## config.mk

```make
export PLATFORM = sky130hd
export DESIGN_NAME = free_block_bitmap_allocator_flat
export DESIGN_NICKNAME = d
export VERILOG_FILES = /design/src/rtl/fbba_pkg.sv /design/src/rtl/fbba_in_if.sv /design/src/rtl/fbba_out_if.sv /design/src/rtl/fbba_front.sv /design/src/rtl/fbba_queue.sv /design/src/rtl/fbba_back.sv /design/src/rtl/free_block_bitmap_allocator.sv /design/src/flat_wrapper.sv
export VERILOG_INCLUDE_DIRS = /design/src /design/src/rtl
export SDC_FILE = /design/constraint.sdc
export NUM_CORES = 2
export LEC_CHECK = 0
export BUFFER_PORTS_ARGS = -buffer_cell sky130_fd_sc_hd__buf_2
export CAP_MARGIN = 5
export CORE_MARGIN = 5
export CORE_UTILIZATION = 49
export DETAILED_ROUTE_END_ITERATION = 10
export PLACE_DENSITY_LB_ADDON = 0.12
export SLEW_MARGIN = 25
export SYNTH_ARGS = -nofsm -noshare
export SYNTH_HDL_FRONTEND = slang
export SYNTH_HIERARCHICAL = 1
export SYNTH_SLANG_ARGS = --single-unit
```

## constraint.sdc

```tcl
create_clock -name clk -period 9 [get_ports clk]
set_clock_uncertainty 0.05 [all_clocks]
set_input_delay 1.8 -clock clk [delete_from_list [all_inputs] [get_ports clk]]
set_output_delay 1.8 -clock clk [all_outputs]
set_load 0.1 [all_outputs]
```

## src/rtl/free_block_bitmap_allocator_macros.svh

```systemverilog
// ----------------------------------------------------------------------------
// free block bitmap allocator assertion macros
// concurrent check helpers used by the allocator top level
// ----------------------------------------------------------------------------
`ifndef FREE_BLOCK_BITMAP_ALLOCATOR_MACROS_SVH
`define FREE_BLOCK_BITMAP_ALLOCATOR_MACROS_SVH

// same-cycle implication
`define FBBA_ASSERT_IMPL(lbl, clk, rst_n, ante, cons) \
  lbl: assert property (@(posedge clk) disable iff (!rst_n) (ante) |-> (cons)) \
    else $error("fbba assertion failed");

// next-cycle implication
`define FBBA_ASSERT_NEXT(lbl, clk, rst_n, ante, cons) \
  lbl: assert property (@(posedge clk) disable iff (!rst_n) (ante) |=> (cons)) \
    else $error("fbba assertion failed");

`endif

```

## src/rtl/fbba_pkg.sv

```systemverilog
// ----------------------------------------------------------------------------
// fbba_pkg
// shared widths, codes and types of the free block bitmap allocator
// ----------------------------------------------------------------------------
package fbba_pkg;

  localparam int IDX_W           = 10;
  localparam int ACT_W           = 2;
  localparam int NUM_BLOCKS_DEF  = 1024;
  localparam int WORD_BITS_DEF   = 8;
  localparam int QUEUE_DEPTH     = 2;

  // action codes on the input channel
  localparam logic [ACT_W-1:0] ACT_ALLOC   = 2'd0;
  localparam logic [ACT_W-1:0] ACT_MARK    = 2'd1;
  localparam logic [ACT_W-1:0] ACT_RELEASE = 2'd2;

  // classified operation codes
  localparam logic [1:0] OP_ALLOC   = 2'd0;
  localparam logic [1:0] OP_MARK    = 2'd1;
  localparam logic [1:0] OP_RELEASE = 2'd2;
  localparam logic [1:0] OP_NOP     = 2'd3;

  typedef struct packed {
    logic [1:0]       op;
    logic [IDX_W-1:0] idx;
    logic [IDX_W-1:0] word;
  } cmd_t;

  typedef struct packed {
    logic full;
    logic empty;
  } q_stat_t;

  typedef struct packed {
    logic busy;
    logic done;
  } bk_stat_t;

endpackage

```

## src/rtl/fbba_in_if.sv

```systemverilog
// ----------------------------------------------------------------------------
// fbba_in_if
// request channel: action and block index with valid/ready
// ----------------------------------------------------------------------------
interface fbba_in_if;

  logic                        valid;
  logic                        ready;
  logic [fbba_pkg::ACT_W-1:0]  action;
  logic [fbba_pkg::IDX_W-1:0]  block_index;

  modport source (output valid, output action, output block_index, input ready);
  modport sink (input valid, input action, input block_index, output ready);

endinterface

```

## src/rtl/fbba_out_if.sv

```systemverilog
// ----------------------------------------------------------------------------
// fbba_out_if
// result channel: block number and status with valid/ready
// ----------------------------------------------------------------------------
interface fbba_out_if;

  logic                        valid;
  logic                        ready;
  logic [fbba_pkg::IDX_W-1:0]  block_number;
  logic                        status;

  modport source (output valid, output block_number, output status, input ready);
  modport sink (input valid, input block_number, input status, output ready);

endinterface

```

## src/rtl/fbba_front.sv

```systemverilog
// ----------------------------------------------------------------------------
// fbba_front
// accepts requests, range checks the index and splits it into map word
// ----------------------------------------------------------------------------
module fbba_front #(
  parameter int NUM_BLOCKS = fbba_pkg::NUM_BLOCKS_DEF,
  parameter int WORD_BITS  = fbba_pkg::WORD_BITS_DEF
) (
  fbba_in_if.sink          in_if,
  input  logic             q_full,
  output logic             push,
  output fbba_pkg::cmd_t   cmd
);

  localparam int IDX_W    = fbba_pkg::IDX_W;
  localparam int RECIP_SH = 17;
  localparam int RECIP    = ((1 << RECIP_SH) + WORD_BITS - 1) / WORD_BITS;
  localparam int RECIP_W  = RECIP_SH + 1;
  localparam int PROD_W   = IDX_W + RECIP_W;
  localparam int CMP_W    = 18;

  logic [PROD_W-1:0] prod;
  logic              in_range;

  assign in_if.ready = !q_full;
  assign push        = in_if.valid && !q_full;

  // index / word_bits by reciprocal, exact for ten bit indexes
  assign prod     = PROD_W'(in_if.block_index) * PROD_W'(RECIP);
  assign in_range = CMP_W'(in_if.block_index) < CMP_W'(NUM_BLOCKS);

  always_comb begin
    cmd.idx  = in_if.block_index;
    cmd.word = prod[RECIP_SH +: IDX_W];
    case (in_if.action)
      fbba_pkg::ACT_ALLOC:   cmd.op = fbba_pkg::OP_ALLOC;
      fbba_pkg::ACT_MARK:    cmd.op = in_range ? fbba_pkg::OP_MARK : fbba_pkg::OP_NOP;
      fbba_pkg::ACT_RELEASE: cmd.op = in_range ? fbba_pkg::OP_RELEASE : fbba_pkg::OP_NOP;
      default:               cmd.op = fbba_pkg::OP_NOP;
    endcase
  end

endmodule

```

## src/rtl/fbba_queue.sv

```systemverilog
// ----------------------------------------------------------------------------
// fbba_queue
// short command queue decoupling request intake from map update
// ----------------------------------------------------------------------------
module fbba_queue (
  input  logic              clk,
  input  logic              rst_n,
  input  logic              push,
  input  fbba_pkg::cmd_t    push_cmd,
  input  logic              pop,
  output fbba_pkg::cmd_t    head_cmd,
  output fbba_pkg::q_stat_t stat
);

  localparam int DEPTH = fbba_pkg::QUEUE_DEPTH;
  localparam int PTR_W = (DEPTH > 1) ? $clog2(DEPTH) : 1;
  localparam int CNT_W = $clog2(DEPTH + 1);

  fbba_pkg::cmd_t   entry_r [DEPTH];
  logic [PTR_W-1:0] rd_ptr_r, rd_ptr_nxt;
  logic [PTR_W-1:0] wr_ptr_r, wr_ptr_nxt;
  logic [CNT_W-1:0] count_r, count_nxt;
  logic             do_push, do_pop;

  assign stat.full  = count_r == CNT_W'(DEPTH);
  assign stat.empty = count_r == '0;
  assign do_push    = push && !stat.full;
  assign do_pop     = pop && !stat.empty;
  assign head_cmd   = entry_r[rd_ptr_r];

  always_comb begin
    rd_ptr_nxt = rd_ptr_r;
    wr_ptr_nxt = wr_ptr_r;
    count_nxt  = count_r;
    if (do_push) begin
      wr_ptr_nxt = (wr_ptr_r == PTR_W'(DEPTH - 1)) ? '0 : wr_ptr_r + 1'b1;
    end
    if (do_pop) begin
      rd_ptr_nxt = (rd_ptr_r == PTR_W'(DEPTH - 1)) ? '0 : rd_ptr_r + 1'b1;
    end
    if (do_push && !do_pop) begin
      count_nxt = count_r + 1'b1;
    end else if (do_pop && !do_push) begin
      count_nxt = count_r - 1'b1;
    end
  end

  always_ff @(posedge clk) begin
    if (!rst_n) begin
      rd_ptr_r <= '0;
      wr_ptr_r <= '0;
      count_r  <= '0;
    end else begin
      rd_ptr_r <= rd_ptr_nxt;
      wr_ptr_r <= wr_ptr_nxt;
      count_r  <= count_nxt;
    end
  end

  always_ff @(posedge clk) begin
    if (do_push) begin
      entry_r[wr_ptr_r] <= push_cmd;
    end
  end

endmodule

```

## src/rtl/fbba_back.sv

```systemverilog
// ----------------------------------------------------------------------------
// fbba_back
// map word read-modify-write, first-fit search and result register
// ----------------------------------------------------------------------------
module fbba_back #(
  parameter int NUM_BLOCKS = fbba_pkg::NUM_BLOCKS_DEF,
  parameter int WORD_BITS  = fbba_pkg::WORD_BITS_DEF
) (
  input  logic               clk,
  input  logic               rst_n,
  input  fbba_pkg::cmd_t     q_cmd,
  input  logic               q_empty,
  output logic               pop,
  fbba_out_if.source         out_if,
  output fbba_pkg::bk_stat_t stat
);

  localparam int IDX_W     = fbba_pkg::IDX_W;
  localparam int MAP_WORDS = (NUM_BLOCKS + WORD_BITS - 1) / WORD_BITS;
  localparam int WADDR_W   = (MAP_WORDS > 1) ? $clog2(MAP_WORDS) : 1;
  localparam int BIT_W     = (WORD_BITS > 1) ? $clog2(WORD_BITS) : 1;
  localparam int MUL_W     = IDX_W + BIT_W + 1;
  localparam int NB_W      = WADDR_W + BIT_W + 1;
  localparam int TAIL      = NUM_BLOCKS - (MAP_WORDS - 1) * WORD_BITS;
  localparam logic [WORD_BITS-1:0] FULL_MASK = '1;
  localparam logic [WORD_BITS-1:0] LAST_MASK = FULL_MASK >> (WORD_BITS - TAIL);
  localparam logic [WADDR_W-1:0]   LAST_WORD = WADDR_W'(MAP_WORDS - 1);

  localparam logic S_IDLE = 1'b0;
  localparam logic S_WR   = 1'b1;

  function automatic logic [WADDR_W-1:0] first_word(input logic [MAP_WORDS-1:0] v);
    logic [WADDR_W-1:0] r;
    r = '0;
    for (int i = MAP_WORDS - 1; i >= 0; i--) begin
      if (v[i]) r = WADDR_W'(i);
    end
    return r;
  endfunction

  function automatic logic [BIT_W-1:0] first_bit(input logic [WORD_BITS-1:0] v);
    logic [BIT_W-1:0] r;
    r = '0;
    for (int i = WORD_BITS - 1; i >= 0; i--) begin
      if (v[i]) r = BIT_W'(i);
    end
    return r;
  endfunction

  logic [WORD_BITS-1:0] mem [MAP_WORDS];

  logic                 state_r, state_nxt;
  logic [MAP_WORDS-1:0] written_r, written_nxt;
  logic [MAP_WORDS-1:0] nonempty_r, nonempty_nxt;
  logic                 out_valid_r, out_valid_nxt;
  logic [IDX_W-1:0]     out_num_r;
  logic                 out_status_r;

  fbba_pkg::cmd_t       cur_r;
  logic [WADDR_W-1:0]   addr_r;
  logic [BIT_W-1:0]     bit_r;
  logic                 any_r;
  logic                 hit_r;
  logic [WORD_BITS-1:0] rdata_r;

  logic [WADDR_W-1:0]   rd_addr;
  logic [MUL_W-1:0]     base;
  logic [MUL_W-1:0]     rem;
  logic [WORD_BITS-1:0] cur_word;
  logic [BIT_W-1:0]     alloc_bit;
  logic [NB_W-1:0]      alloc_num;
  logic [WORD_BITS-1:0] new_word;
  logic                 wr_en;
  logic [IDX_W-1:0]     res_num;
  logic                 res_status;
  logic                 fin;

  assign pop     = (state_r == S_IDLE) && !q_empty;
  assign rd_addr = (q_cmd.op == fbba_pkg::OP_ALLOC) ? first_word(nonempty_r)
                                                     : WADDR_W'(q_cmd.word);
  assign base    = MUL_W'(q_cmd.word) * MUL_W'(WORD_BITS);
  assign rem     = MUL_W'(q_cmd.idx) - base;

  // words never written read as their reset pattern, all blocks free
  assign cur_word  = hit_r ? rdata_r : ((addr_r == LAST_WORD) ? LAST_MASK : FULL_MASK);
  assign alloc_bit = first_bit(cur_word);
  assign alloc_num = NB_W'(addr_r) * NB_W'(WORD_BITS) + NB_W'(alloc_bit);
  assign fin       = (state_r == S_WR) && (!out_valid_r || out_if.ready);

  always_comb begin
    new_word   = cur_word;
    wr_en      = 1'b0;
    res_num    = cur_r.idx;
    res_status = 1'b0;
    case (cur_r.op)
      fbba_pkg::OP_ALLOC: begin
        if (any_r) begin
          new_word = cur_word & ~(WORD_BITS'(1) << alloc_bit);
          wr_en    = 1'b1;
          res_num  = IDX_W'(alloc_num);
        end else begin
          res_num    = '0;
          res_status = 1'b1;
        end
      end
      fbba_pkg::OP_MARK: begin
        new_word = cur_word & ~(WORD_BITS'(1) << bit_r);
        wr_en    = 1'b1;
      end
      fbba_pkg::OP_RELEASE: begin
        new_word = cur_word | (WORD_BITS'(1) << bit_r);
        wr_en    = 1'b1;
      end
      default: begin
        wr_en = 1'b0;
      end
    endcase
  end

  always_comb begin
    state_nxt     = state_r;
    written_nxt   = written_r;
    nonempty_nxt  = nonempty_r;
    out_valid_nxt = out_valid_r;
    if (out_if.ready) out_valid_nxt = 1'b0;
    case (state_r)
      S_IDLE: begin
        if (pop) state_nxt = S_WR;
      end
      S_WR: begin
        if (fin) begin
          state_nxt     = S_IDLE;
          out_valid_nxt = 1'b1;
          if (wr_en) begin
            written_nxt[addr_r]  = 1'b1;
            nonempty_nxt[addr_r] = |new_word;
          end
        end
      end
      default: state_nxt = S_IDLE;
    endcase
  end

  always_ff @(posedge clk) begin
    if (!rst_n) begin
      state_r     <= S_IDLE;
      written_r   <= '0;
      nonempty_r  <= '1;
      out_valid_r <= 1'b0;
    end else begin
      state_r     <= state_nxt;
      written_r   <= written_nxt;
      nonempty_r  <= nonempty_nxt;
      out_valid_r <= out_valid_nxt;
    end
  end

  always_ff @(posedge clk) begin
    if (pop) begin
      cur_r   <= q_cmd;
      addr_r  <= rd_addr;
      bit_r   <= rem[BIT_W-1:0];
      any_r   <= |nonempty_r;
      hit_r   <= written_r[rd_addr];
      rdata_r <= mem[rd_addr];
    end
    if (fin) begin
      out_num_r    <= res_num;
      out_status_r <= res_status;
      if (wr_en) begin
        mem[addr_r] <= new_word;
      end
    end
  end

  assign out_if.valid        = out_valid_r;
  assign out_if.block_number = out_num_r;
  assign out_if.status       = out_status_r;

  assign stat.busy = state_r == S_WR;
  assign stat.done = fin;

endmodule

```

## src/rtl/free_block_bitmap_allocator.sv

```systemverilog
// ----------------------------------------------------------------------------
// free_block_bitmap_allocator
// first-fit free block allocator over a one-bit-per-block map
// ----------------------------------------------------------------------------
// requests enter on in_if (action, block_index) with valid/ready; each
// transaction yields exactly one result on out_if (block_number, status)
// allocate returns the lowest free block and marks it used, status 1 and
// block 0 when the map is full; mark-used and release echo the index
// a request passes through the command queue, the map word read registers
// and the result register; the update unit takes one command at a time,
// its map word read followed by its write-back, before it takes the next
// a two-entry command queue keeps in_if ready while the update unit or the
// result register is busy; a stalled out_if holds its result and the queue
// fills, after which in_if.ready drops
// reset (rst_n low, synchronous) marks every block free at once through
// per-word written flags; the map is usable in the first cycle after reset
// ----------------------------------------------------------------------------
`include "free_block_bitmap_allocator_macros.svh"

module free_block_bitmap_allocator #(
  parameter int NUM_BLOCKS = fbba_pkg::NUM_BLOCKS_DEF,
  parameter int WORD_BITS  = fbba_pkg::WORD_BITS_DEF
) (
  input  logic       clk,
  input  logic       rst_n,
  fbba_in_if.sink    in_if,
  fbba_out_if.source out_if
);

  fbba_pkg::cmd_t     push_cmd;
  fbba_pkg::cmd_t     head_cmd;
  fbba_pkg::q_stat_t  q_stat;
  fbba_pkg::bk_stat_t bk_stat;
  logic               push;
  logic               pop;

  fbba_front #(
    .NUM_BLOCKS (NUM_BLOCKS),
    .WORD_BITS  (WORD_BITS)
  ) u_front (
    .in_if  (in_if),
    .q_full (q_stat.full),
    .push   (push),
    .cmd    (push_cmd)
  );

  fbba_queue u_queue (
    .clk      (clk),
    .rst_n    (rst_n),
    .push     (push),
    .push_cmd (push_cmd),
    .pop      (pop),
    .head_cmd (head_cmd),
    .stat     (q_stat)
  );

  fbba_back #(
    .NUM_BLOCKS (NUM_BLOCKS),
    .WORD_BITS  (WORD_BITS)
  ) u_back (
    .clk     (clk),
    .rst_n   (rst_n),
    .q_cmd   (head_cmd),
    .q_empty (q_stat.empty),
    .pop     (pop),
    .out_if  (out_if),
    .stat    (bk_stat)
  );

  `FBBA_ASSERT_NEXT(a_accept_queued, clk, rst_n, in_if.valid && in_if.ready, !q_stat.empty)
  `FBBA_ASSERT_IMPL(a_result_from_update, clk, rst_n, $rose(out_if.valid), $past(bk_stat.done))
  `FBBA_ASSERT_IMPL(a_fail_zero, clk, rst_n, out_if.valid && out_if.status, out_if.block_number == '0)
  `FBBA_ASSERT_IMPL(a_pop_idle, clk, rst_n, pop, !bk_stat.busy && !q_stat.empty)

endmodule
```

## src/flat_wrapper.sv

```systemverilog
// flat-port wrapper written by rule: the top's interface ports become plain ports
module free_block_bitmap_allocator_flat 
#(
  parameter int NUM_BLOCKS = fbba_pkg::NUM_BLOCKS_DEF,
  parameter int WORD_BITS  = fbba_pkg::WORD_BITS_DEF
)
  (clk, rst_n, in_if_valid, in_if_action, in_if_block_index, in_if_ready, out_if_valid, out_if_block_number, out_if_status, out_if_ready);
  fbba_in_if in_if_i ();
  fbba_out_if out_if_i ();
  input  logic clk;
  input  logic rst_n;
  input wire logic [$bits(in_if_i.valid)-1:0] in_if_valid;
  input wire logic [$bits(in_if_i.action)-1:0] in_if_action;
  input wire logic [$bits(in_if_i.block_index)-1:0] in_if_block_index;
  output wire logic [$bits(in_if_i.ready)-1:0] in_if_ready;
  output wire logic [$bits(out_if_i.valid)-1:0] out_if_valid;
  output wire logic [$bits(out_if_i.block_number)-1:0] out_if_block_number;
  output wire logic [$bits(out_if_i.status)-1:0] out_if_status;
  input wire logic [$bits(out_if_i.ready)-1:0] out_if_ready;
  assign in_if_i.valid = in_if_valid;
  assign in_if_i.action = in_if_action;
  assign in_if_i.block_index = in_if_block_index;
  assign in_if_ready = in_if_i.ready;
  assign out_if_valid = out_if_i.valid;
  assign out_if_block_number = out_if_i.block_number;
  assign out_if_status = out_if_i.status;
  assign out_if_i.ready = out_if_ready;
  free_block_bitmap_allocator #(.NUM_BLOCKS(NUM_BLOCKS), .WORD_BITS(WORD_BITS)) u_core (.clk(clk), .rst_n(rst_n), .in_if(in_if_i), .out_if(out_if_i));
endmodule
```

==> metrics <==
max-slew violations=0; final-report setup violation count=0; CP Data Arrival Time=6.85 ns; I/O Pins=29; number of global-route vias before repair=36804; Reg clk slew, reported paths=0.06 ns; starting density of the core=0.492; leakage dissipation=21.0 nW; core area=0.114 mm²; Initial DRT Pass Iterations=8; maximum VDD drop=298 µV; worst slack at placement=2.78 ns; Synth Warn #=6; setup TNS=0 ns; clock tree buffer depth=3; Post-CTS Hold Fix Bufs=0; DIE HEIGHT=348 µm; Routed Antenna Nets=0; maxcap violations=0; largest net degree at the start of global routing=190; Worst-Margin Slew=1.17 ns; Final min period=6.30 ns; Num Clock Sinks=1365; CTS tree=built; # rows=124; Remaining DRCs=0; crit share post-route=0.700; Final Hold Viols=0; Critical Path Start Type=register; power density over cell area=339 mW/mm²; Mean Syn Cell Area=11.6 µm²; WL per Instance=26.1 µm; status=completed; critical path capture point type=register; grt total ovfl=0; setup ws final=2.70 ns; first-pass GRT wire length=247000 µm; vias per cell=6.08; slew margin rel.=0.223; worst-path maximum fanout=189; Max Freq=159 MHz; RSZ-0062 raised after global routing=false; fraction of layout cells with a size suffix above 1=0.0989; worst hold slack=0.412 ns; setup bufs post-CTS=0; input/output buffers=28; Gate Count Post-Synth=4844; fin nets=4831; Required @ worst endpoint=9.55 ns; Placed Cells=6173; Die Wd=348 µm; Routed WL=168000 µm; syn_nets=4865; PostCTS Resize Cnt=0; CTS buffer count=147; HPWL after DPL=103000 µm; Filler Cell Count=9574; Final Non-Filler Cells=6449; die area=0.121 mm²; clk root buf=clkbuf_16; global-route usage over all layers=0.271; initial antenna violation count=5; H-tree depth=4; GP Congestion=0.986; worst hold-check path type=register to register; vias post-DR=39233; Setup CP Type=register to register; Iter 0 DRT Violations=4756; area grow syn2layout=11.6%; worst skew pair latency=0.76 ns; Synth Cell Area=0.0561 mm²
-- worst max-delay path: stages, from the launching register on --
cell and delay, ns:
dfxtp_1 0.31, buf_4 0.26, mux2_2 0.38, or2_1 0.51
o41ai_2 0.58, a31oi_1 0.17, a21o_1 0.31, a21o_4 0.33
inv_16 0.52, buf_12 0.51, nand2_1 0.13, nand3_1 0.11
a21oi_1 0.14, nor4_1 0.95, nor4_2 0.26, a22oi_1 0.23
-- layer usage --
layer / track usage / up-vias / part of all wire
met5: 0 / - / 0.00019
met4: 0.0957 / 4 / 0.035
met3: 0.0496 / 294 / 0.078
met2: 0.424 / 1670 / 0.46
met1: 0.384 / 19661 / 0.43
li1: - / 17604 / -
-- final cells by class --
type                            count  area (µm²)  share of cell area
Clock buffer                      206        4120              0.0657
Antenna cell                        4        10.0            0.000160
Tap cell                         1512        1890              0.0302
Inverter                           55         230             0.00368
Sequential cell                  1365       38400               0.612
Clock inverter                     66         667              0.0106
Multi-Input combinational cell   3109       16400               0.262
Timing Repair Buffer              132         977              0.0156
-- where the power goes --
group	switching (mW)	leakage (nW)	internal, mW	total, mW
Clock	2.49	2.35	3.50	5.99
Combinational	5.28	6.61	1.37	6.65
Sequential	0.197	12.0	8.41	8.61
Total	7.96	21.0	13.3	21.2
-- state kept, by name, indices dropped and copies added (netlist names), named ones only --
name and cells:
u_core/u_queue/count_r 2, u_core/u_back/cur_r 12, u_core/u_back/out_if.status 1, u_core/u_back/any_r 1, u_core/u_back/nonempty_r 128, u_core/u_back/mem 1024
u_core/u_back/out_if.block_number 10, u_core/u_back/state_r 1, u_core/u_back/hit_r 1, u_core/u_queue/entry_r 38, u_core/u_back/addr_r 7, u_core/u_queue/rd_ptr_r 1
u_core/u_back/out_if.valid 1, u_core/u_queue/wr_ptr_r 1, u_core/u_back/rdata_r 8, u_core/u_back/written_r 128
-- metrics by stage --
stage           util  instance area (µm²)  total power, mW
2_1_floorplan      -                56100             12.8
3_3_place_gp   0.505                57600             15.2
6_report       0.549                62600             21.2
3_5_place_dp   0.507                57800             15.3
5_1_grt        0.549                62600             22.0
4_1_cts        0.549                62600             21.3
-- path summary, 6_finish.rpt --
| check | startpoint | to | slack, ns | depth (start not counted) |
|---|---|---|---|---|
| setup / recovery | register | u_core/u_back/rdata_r[0] | 2.70 | 15 |
| hold / removal | u_core/u_back/written_r[16] | u_core/u_back/written_r[16] | 0.41 | 1 |
| setup reg to reg | register | u_core/u_back/rdata_r[0] | 2.70 | 15 |
| hold reg to reg | u_core/u_back/written_r[16] | u_core/u_back/written_r[16] | 0.41 | 1 |
-- layout by cell type, fill, tap and decap left out, drive strengths merged, types with 7 or more instances in the layout --
cell type and n:
or4 25, a22oi 15, a211oi 7, clkbuf 207, a21oi 222, a32oi 22, mux2 21, o211ai 28
bufinv 10, a2111oi 10, nor4 96, nand2 1157, mux2i 103, a21boi 8, nand3 609, or3 8
nor2 230, inv 60, o21ai 159, clkinv 49, edfxtp 1102, a221oi 25, nor2b 17, dfxtp 263
buf 131, nor3 41, o31ai 13, a31oi 34, and3 18, o21a 137, nand4 8, nand2b 14
No activity file was read; power rests on OpenSTA's default activity.
